`config.mk`:
```
export PLATFORM = sky130hd
export DESIGN_NAME = url_percent_decoder_core
export DESIGN_NICKNAME = d
export VERILOG_FILES = /design/src/rtl/upd_pkg.sv /design/src/rtl/upd_step.sv /design/src/rtl/url_percent_decoder_core.sv
export SDC_FILE = /design/constraint.sdc
export NUM_CORES = 1
export LEC_CHECK = 0
export CELL_PAD_IN_SITES_DETAIL_PLACEMENT = 0
export CELL_PAD_IN_SITES_GLOBAL_PLACEMENT = 1
export CORE_ASPECT_RATIO = 0.5
export CORE_MARGIN = 1.5
export CORE_UTILIZATION = 49
export CTS_CLUSTER_DIAMETER = 30
export DETAILED_ROUTE_END_ITERATION = 10
export DONT_BUFFER_PORTS = 1
export PLACE_DENSITY_LB_ADDON = 0.1
export SKIP_LAST_GASP = 1
export SYNTH_ARGS = -nofsm -noshare
export SYNTH_HDL_FRONTEND = slang
export SYNTH_SLANG_ARGS = --single-unit
```
`constraint.sdc`:
```
create_clock -name clk -period 2.7 [get_ports clk]
set_clock_uncertainty 0.15 [all_clocks]
set_input_delay 0.675 -clock clk [delete_from_list [all_inputs] [get_ports clk]]
set_output_delay 0.675 -clock clk [all_outputs]
set_load 0.005 [all_outputs]
```
`src/rtl/upd_pkg.sv`:
```
// Shared types and character constants for the URL percent decoder.
// Depends on nothing; every other file takes names from here by scope.
`default_nettype none

package upd_pkg;

    localparam logic [7:0] CH_PERCENT = 8'h25;
    localparam logic [7:0] CH_PLUS    = 8'h2B;
    localparam logic [7:0] CH_SPACE   = 8'h20;

    typedef enum logic [1:0] {
        PH_IDLE = 2'd0,
        PH_HIGH = 2'd1,
        PH_LOW  = 2'd2
    } phase_t;

    typedef struct packed {
        logic [7:0] in_byte;
        logic       is_final;
    } in_beat_t;

    typedef struct packed {
        logic       byte_valid;
        logic [7:0] out_byte;
        logic       end_of_string;
    } out_beat_t;

endpackage

`default_nettype wire

```
`src/rtl/upd_step.sv`:
```
// Combinational decode of one encoded byte against the current escape state.
// Depends on upd_pkg for the beat types, the phase codes and the character constants.
`default_nettype none

module upd_step (
    input  wire  upd_pkg::in_beat_t  beat,
    input  wire  upd_pkg::phase_t    phase,
    input  wire  logic [3:0]         high_nibble,
    input  wire  logic               plus_to_space,
    output upd_pkg::out_beat_t       result,
    output upd_pkg::phase_t          phase_next,
    output logic [3:0]               high_nibble_next
);

    function automatic logic [3:0] hex_value(input logic [7:0] b);
        logic [3:0] v;
        v = 4'd0;
        case (b) inside
            [8'h30:8'h39]: v = b[3:0];
            [8'h41:8'h46],
            [8'h61:8'h66]: v = b[3:0] + 4'd9;
            default:       v = 4'd0;
        endcase
        return v;
    endfunction

    logic [3:0] digit;
    logic [7:0] decoded;

    assign digit   = hex_value(beat.in_byte);
    assign decoded = {high_nibble, digit};

    always_comb
    begin
        result.byte_valid    = 1'b0;
        result.out_byte      = 8'd0;
        result.end_of_string = beat.is_final;
        phase_next           = upd_pkg::PH_IDLE;
        high_nibble_next     = high_nibble;
        case (phase)
            upd_pkg::PH_HIGH:
            begin
                high_nibble_next = digit;
                phase_next       = upd_pkg::PH_LOW;
            end
            upd_pkg::PH_LOW:
            begin
                if (decoded != 8'd0)
                begin
                    result.byte_valid = 1'b1;
                    result.out_byte   = decoded;
                end
            end
            default:
            begin
                if (beat.in_byte == upd_pkg::CH_PERCENT)
                begin
                    phase_next       = upd_pkg::PH_HIGH;
                    high_nibble_next = 4'd0;
                end
                else
                begin
                    result.byte_valid = 1'b1;
                    if (plus_to_space && beat.in_byte == upd_pkg::CH_PLUS)
                        result.out_byte = upd_pkg::CH_SPACE;
                    else
                        result.out_byte = beat.in_byte;
                end
            end
        endcase
        if (beat.is_final)
            phase_next = upd_pkg::PH_IDLE;
    end

endmodule

`default_nettype wire

```
`src/rtl/url_percent_decoder_core.sv`:
```
// Top level of the URL percent decoder: input register, decode step, result register.
// Depends on upd_pkg and upd_step.
//
// The input channel (in_valid, in_stall, in_beat) carries one encoded byte per
// beat with a flag on the string's last byte. The output channel (out_valid,
// out_stall, out_beat) carries exactly one result beat per input beat, in order.
// A result beat holds a valid flag, the decoded byte (zero when not valid) and
// a copy of the end-of-string flag.
// A beat accepted at a clock edge is registered in the input register, decoded,
// and taken into the result register, which drives the output. Throughput is
// one beat per cycle while the receiver does not stall; the escape state is
// updated as each beat moves from the input register to the result register.
// When the receiver stalls, the result register holds its beat and the input
// register holds one more; in_stall rises only while both are full.
// Reset clears both registers, the escape state, and sets plus_to_space to 1.
// cfg_write with cfg_data sets plus_to_space; write it only while idle.
`default_nettype none

module url_percent_decoder_core (
    input  wire  logic               clk,
    input  wire  logic               rst_n,
    input  wire  logic               cfg_write,
    input  wire  logic               cfg_data,
    input  wire  logic               in_valid,
    output logic                     in_stall,
    input  wire  upd_pkg::in_beat_t  in_beat,
    output logic                     out_valid,
    input  wire  logic               out_stall,
    output upd_pkg::out_beat_t       out_beat
);

    logic               plus_reg;
    logic               s1_valid_reg;
    upd_pkg::in_beat_t  s1_beat_reg;
    logic               out_valid_reg;
    upd_pkg::out_beat_t out_beat_reg;
    upd_pkg::phase_t    phase_reg;
    logic [3:0]         high_reg;

    upd_pkg::out_beat_t result_next;
    upd_pkg::phase_t    phase_next;
    logic [3:0]         high_next;
    logic               advance;
    logic               in_take;

    upd_step u_step (
        .beat             (s1_beat_reg),
        .phase            (phase_reg),
        .high_nibble      (high_reg),
        .plus_to_space    (plus_reg),
        .result           (result_next),
        .phase_next       (phase_next),
        .high_nibble_next (high_next)
    );

    assign advance   = s1_valid_reg && (!out_valid_reg || !out_stall);
    assign in_stall  = s1_valid_reg && !advance;
    assign in_take   = in_valid && !in_stall;
    assign out_valid = out_valid_reg;
    assign out_beat  = out_beat_reg;

    always_ff @(posedge clk or negedge rst_n)
    begin
        if (!rst_n)
        begin
            plus_reg      <= 1'b1;
            s1_valid_reg  <= 1'b0;
            out_valid_reg <= 1'b0;
            phase_reg     <= upd_pkg::PH_IDLE;
            high_reg      <= 4'd0;
        end
        else
        begin
            if (cfg_write)
                plus_reg <= cfg_data;
            if (in_take)
                s1_valid_reg <= 1'b1;
            else if (advance)
                s1_valid_reg <= 1'b0;
            if (advance)
            begin
                out_valid_reg <= 1'b1;
                phase_reg     <= phase_next;
                high_reg      <= high_next;
            end
            else if (!out_stall)
                out_valid_reg <= 1'b0;
        end
    end

    always_ff @(posedge clk)
    begin
        if (in_take)
            s1_beat_reg <= in_beat;
        if (advance)
            out_beat_reg <= result_next;
    end

endmodule

`default_nettype wire

```
==> results of run 1 <==
## final cells by class
| class | count | share of cell area (%) |
|---|---|---|
| clock inverter | 1 | 1.91 |
| inverter | 9 | 2.15 |
| timing repair buffer | 2 | 1.11 |
| sequential | 28 | 50.6 |
| multi-input combinational | 84 | 38.6 |
| clock buffer | 3 | 2.62 |
| tap | 37 | 2.94 |
## synthesized netlist by cell type (2+ instances only)
cell type,instances
nand3_1,7
inv_1,9
o2bb2ai_1,5
nand4_1,2
edfxtp_1,19
and2_1,2
a21boi_0,2
nand2b_1,3
dfrtp_1,8
nor2_1,6
ha_1,6
clkbuf_1,2
o21ai_0,10
nand2_1,12
## where the power goes
group / internal [µW] / leakage (µW) / switching (µW)
clock network: 199 / 0.0000357 / 134
logic: 29.6 / 0.000255 / 46.0
registers: 491 / 0.000295 / 25.2
## per-stage QoR
stage | std cells | setup WS [ns] | hold WS, ns
after CTS | 164 | 0.399 | 0.0769
after detailed placement | 159 | 0.414 | 0.230
after global placement | 159 | 0.475 | 0.230
after floorplan | 126 | 0.635 | 0.229
final | 164 | 0.368 | 0.0818
after global routing | 164 | 0.188 | 0.0648
## metal layers
layer / up-vias / GRT usage, % / part of all wire, %
li1: 469 / - / -
met1: 462 / 32.3 / 54
met2: 39 / 24.7 / 39
met3: 4 / 5.71 / 6.3
met4: 0 / 6.21 / 1.2
met5: - / 0 / 0
## logic make-up (layout without fill, tap and decap cells)
logic type / after synthesis / in the layout / synth area share [%]
xor gates and xnor gates: 1 / 1 / 0.596
AOI/OAI and AO/OA: 31 / 31 / 15.7
buffers and inverters: 14 / 15 / 4.43
DFF: 28 / 28 / 54.2
adders and majority gates: 6 / 6 / 5.11
muxes: 2 / 2 / 1.45
and+or+nand+nor: 44 / 44 / 18.5
## worst paths after layout
path                       cells after the start                        to  slack, ns                startpoint
max                                            7     out_beat[3]$_DFFE_PP_       0.37  s1_beat_reg[1]$_DFFE_PP_
min                                            0      plus_reg$_DFFE_PN1P_       0.08                     rst_n
max reg2reg                                    7     out_beat[3]$_DFFE_PP_       0.37  s1_beat_reg[1]$_DFFE_PP_
min reg2reg                                    1     out_valid$_DFFE_PN0P_       0.34  s1_valid_reg$_DFFE_PN0P_
max in group asynchronous                      1  s1_valid_reg$_DFFE_PN0P_       1.51                     rst_n
min in group clk                               1     out_valid$_DFFE_PN0P_       0.34  s1_valid_reg$_DFFE_PN0P_
## repair_timing
item                                   in CTS  in global routing
hold buffers                                1                  0
endpoints found under the hold margin       8                  0
setup endpoints to repair                   0                  0
==> out/metrics.csv, run 1 <==
metric,value,unit
"commonest non-fill, non-tap cell in the layout",edfxtp_1,
# Post-CTS Setup Buffers,0,
Final Hold Fails,0,
CTS buffer count,3,
"leading cell types in the layout, fill and taps excluded","edfxtp_1, nand2_1, o21ai_0, inv_1, dfrtp_1",
drt pass-1 iters,4,
PwrDens,587,nW/µm²
crit share post-route,86.4,%
Reg area,797,µm²
vias in the first global route,895,
fin util,57.9,%
Antenna Nets Post-Route,0,
Final Setup Violations,0,
Setup TNS,0,ns
worst slew pin tran,0.529,ns
area of the multi-input gates,608,µm²
Core Rows,13,
drt initial violations,82,
layout cells sized above 1,11.8,%
GRT overflow,0,
number of synthesized register bits,28,
status,"finished, final reports clean",
PostCTS Resize Cnt,0,
CP endpoint kind,register,
CP Max Fanout,9,
max reg flops,10,
ys flop type,edfxtp_1,
Crit-path slowest cell,edfxtp_1,
Setup CP Type,reg2reg,
port bufs,0,
Hold WC Path Type,in2async,
number of flops mapped to enable cells by yosys,19,
WL per Instance,17.4,µm
core area,2720,µm²
asr flop ratio synth,32.1,%
Tot GR Track Use,19.9,%
Max clock buf depth,2,
"Avg Cell Area, Syn",11.7,µm²
Syn-to-layout area delta,7.06,%
diodes inserted,0,
sequential element share of the synthesized area,54.2,%
Via density,5.94,
Fmax achieved,429,MHz
top-level I/O count,27,
routed wire length,2860,µm
synth top area cells,"edfxtp_1, dfrtp_1, ha_1",
final net count,149,
die area,3360,µm²
fillcell total,217,
routed via count,974,
# H-tree levels,1,
Synthesized Nets,147,
cell chain of the critical path,inv_1 > ha_1 > o21bai_1 > a21oi_4 > a31o_2 > nand2_1 > o21ai_0,
Remaining DRCs,0,
max-cap viol count,0,
final instance area,1570,µm²
crit-path max cell delay,0.54,ns
initial antenna violation count,0,
placed cell area,1490,µm²
Gate Count Post-Synth,126,
leading area contributor after synthesis,edfxtp_1,
WP buf/inv,1,
worst relative slew slack,64.8,%
CTS tree,yes,
clock transition at the registers of the reported paths,0.10,ns
detailed placement HPWL,2150,µm
die height,41.7,µm
Ys Warns,0,
post-synthesis cell area,1470,µm²
required time of the critical path,2.57,ns
placer congestion estimate,0.852,
Synth cell types,47,
Die Wd,80.5,µm
P_leak,0.000585,µW
post-layout min period,2.33,ns
Startpoint Class,register,
critical path arrival,2.20,ns
clk root buf,clkbuf_8,
Max rail drop VDD,276,µV
CP top delay family,compound AO/OA/AOI/OAI gates,
Starting Density,54.1,%
largest net degree at the start of global routing,17,
Worst-Skew Late Latency,0.28,ns
Pwr Total,924,µW
Slew Limit Fails,0,
Synth top area share,38.8,%
first-pass GRT wire length,4860,µm
clock sinks,28,
unrepaired setup endpoints after global routing,false,
(Power assumes the default switching activity.)
==> run 2, diff against run 1 <==
--- a/config.mk
+++ b/config.mk
@@ -7,13 +7,14 @@
 export LEC_CHECK = 0
 export CELL_PAD_IN_SITES_DETAIL_PLACEMENT = 0
 export CELL_PAD_IN_SITES_GLOBAL_PLACEMENT = 1
-export CORE_ASPECT_RATIO = 0.5
+export CORE_ASPECT_RATIO = 1.75
 export CORE_MARGIN = 1.5
 export CORE_UTILIZATION = 49
 export CTS_CLUSTER_DIAMETER = 30
 export DETAILED_ROUTE_END_ITERATION = 10
 export DONT_BUFFER_PORTS = 1
 export PLACE_DENSITY_LB_ADDON = 0.1
+export REMOVE_ABC_BUFFERS = 1
 export SKIP_LAST_GASP = 1
 export SYNTH_ARGS = -nofsm -noshare
 export SYNTH_HDL_FRONTEND = slang
==> run 2 against run 1 <==
The flow now finishes with violations (design-rule violations). Highest routed layer unchanged. Final cell count fell by 5.5%. Worst hold slack about the same. Register-to-register slack barely moved. Clock power down 24%. Setup slack lost 0.013 ns. Critical path type unchanged.
==> out/metrics.csv, run 2 (synthesized netlist as in run 1, its figures left out) <==
metric,value,unit,change
Core Rows,26,,+13
final instance area,1550,µm²,-1.7%
GRT overflow,0,,unchanged
clk root buf,clkbuf_8,,
largest net degree at the start of global routing,16,,-1
diodes inserted,0,,unchanged
"leading cell types in the layout, fill and taps excluded","edfxtp_1, nand2_1, o21ai_0, inv_1, dfrtp_1",,
final net count,149,,unchanged
routed via count,1006,,+3.3%
"commonest non-fill, non-tap cell in the layout",edfxtp_1,,
Max rail drop VDD,339,µV,+23%
unrepaired setup endpoints after global routing,false,,
clock transition at the registers of the reported paths,0.09,ns,about the same
vias in the first global route,950,,+6.1%
# Post-CTS Setup Buffers,0,,unchanged
violated checks,design-rule violations,,
worst slew pin tran,0.552,ns,+0.0235 ns
first-pass GRT wire length,4270,µm,-12%
Worst-Skew Late Latency,0.28,ns,about the same
DP Cell Count,150,,-5.7%
Fmax achieved,427,MHz,-0.55%
crit-path max cell delay,0.55,ns,about the same
CP endpoint kind,register,,
CP top delay family,compound AO/OA/AOI/OAI gates,,
Starting Density,50.8,%,-3.3 points
required time of the critical path,2.58,ns,about the same
Tot GR Track Use,17.9,%,-2.0 points
Remaining DRCs,3,,+3
initial antenna violation count,0,,unchanged
drt initial violations,44,,-46%
Crit-path slowest cell,edfxtp_1,,
layout cells sized above 1,11.8,%,unchanged
Antenna Nets Post-Route,0,,unchanged
CP Max Fanout,9,,unchanged
placed cell area,1480,µm²,-0.75%
max reg flops,10,,unchanged
Slew Limit Fails,0,,unchanged
top-level I/O count,27,,unchanged
port bufs,0,,unchanged
Final Hold Fails,0,,unchanged
WP buf/inv,1,,unchanged
core area,2900,µm²,+6.6%
CTS tree,yes,,
cell chain of the critical path,inv_1 > ha_1 > o21bai_1 > a21oi_4 > a31o_2 > a32o_1,,
Startpoint Class,register,,
Syn-to-layout area delta,5.19,%,
# H-tree levels,1,,unchanged
status,finished with violations,,
detailed placement HPWL,2040,µm,-4.7%
clock sinks,28,,unchanged
die height,75.5,µm,+81%
Max clock buf depth,2,,unchanged
Final Setup Violations,0,,unchanged
routed wire length,2680,µm,-6.3%
placer congestion estimate,0.906,,+6.3%
Via density,6.49,,+9.3%
PwrDens,546,nW/µm²,-7.1%
drt pass-1 iters,7,,+3
WL per Instance,17.3,µm,-0.82%
critical path arrival,2.23,ns,+0.03 ns
"non-filler cells, final",155,,-5.5%
P_leak,0.000578,µW,-1.2%
Hold WC Path Type,in2async,,
die area,3350,µm²,-0.21%
worst relative slew slack,63.2,%,-1.6 points
CTS buffer count,3,,unchanged
Setup CP Type,reg2reg,,
max-cap viol count,0,,unchanged
Die Wd,44.4,µm,-45%
crit share post-route,86.8,%,+0.47 points
Setup TNS,0,ns,unchanged
post-layout min period,2.34,ns,+0.0128 ns
-- run 2: worst paths after layout --
check / endpoint / start / cells after the start / slack [ns]
min reg2reg: out_valid$_DFFE_PN0P_ / s1_valid_reg$_DFFE_PN0P_ / 1 / 0.34
min: plus_reg$_DFFE_PN1P_ / rst_n / 0 / 0.08
min in group clk: s1_beat_reg[8]$_DFFE_PP_ / in_beat[8] / 0 / 0.34
max reg2reg: out_beat[1]$_DFFE_PP_ / s1_beat_reg[1]$_DFFE_PP_ / 6 / 0.36
max: out_beat[1]$_DFFE_PP_ / s1_beat_reg[1]$_DFFE_PP_ / 6 / 0.36
max in group asynchronous: high_reg[1]$_DFFE_PN0P_ / rst_n / 1 / 1.53
-- run 2: timing repair --
action / in CTS / in global routing
endpoints found under the hold margin: 8 / 0
endpoints found under the setup margin: 0 / 0
resized for setup: 0 / 0
hold buffers: 1 / 0
-- run 2: metal layers --
| layer | part of all wire, % | vias to the layer above | track usage (%) | routed length, µm |
|---|---|---|---|---|
| li1 | - | 468 | - | - |
| met1 | 40 | 479 | 19.0 | 1070 |
| met2 | 51 | 46 | 31.5 | 1370 |
| met3 | 4.5 | 13 | 3.08 | 121 |
| met4 | 4.3 | 0 | 12.1 | 116 |
| met5 | 0 | - | 0 | 0 |
-- run 2: layout make-up --
class                           instances  area (µm²)
Inverter                                9        33.8
Clock buffer                            4        55.1
Sequential cell                        28         797
Tap cell                               28        35.0
Multi-Input combinational cell         84         608
Timing Repair Buffer                    2        17.5
Fill cell                             250        1350
-- run 2: per-stage QoR --
step	power (µW)	utilization (%)	setup WS, ns	hold WS (ns)
2_1_floorplan	572	-	0.623	0.229
3_3_place_gp	594	51.2	0.447	0.230
3_5_place_dp	594	51.2	0.459	0.230
4_1_cts	846	53.4	0.400	0.0805
5_1_grt	875	53.4	0.288	0.0686
6_report	844	53.4	0.356	0.0816
-- run 2: worst register-to-register path, cell delays in order (launching register included) --
cell and delay, ns:
edfxtp_1 0.55, inv_1 0.16, ha_1 0.26, o21bai_1 0.32
a21oi_4 0.14, a31o_2 0.28, a32o_1 0.25
-- run 2: power by group --
group	leakage [µW]	internal, µW	total [µW]	switching (µW)
Sequential	0.000295	491	515	24.7
Combinational	0.000255	29.3	74.1	44.8
Clock	0.0000288	131	254	124
Total	0.000578	650	844	193
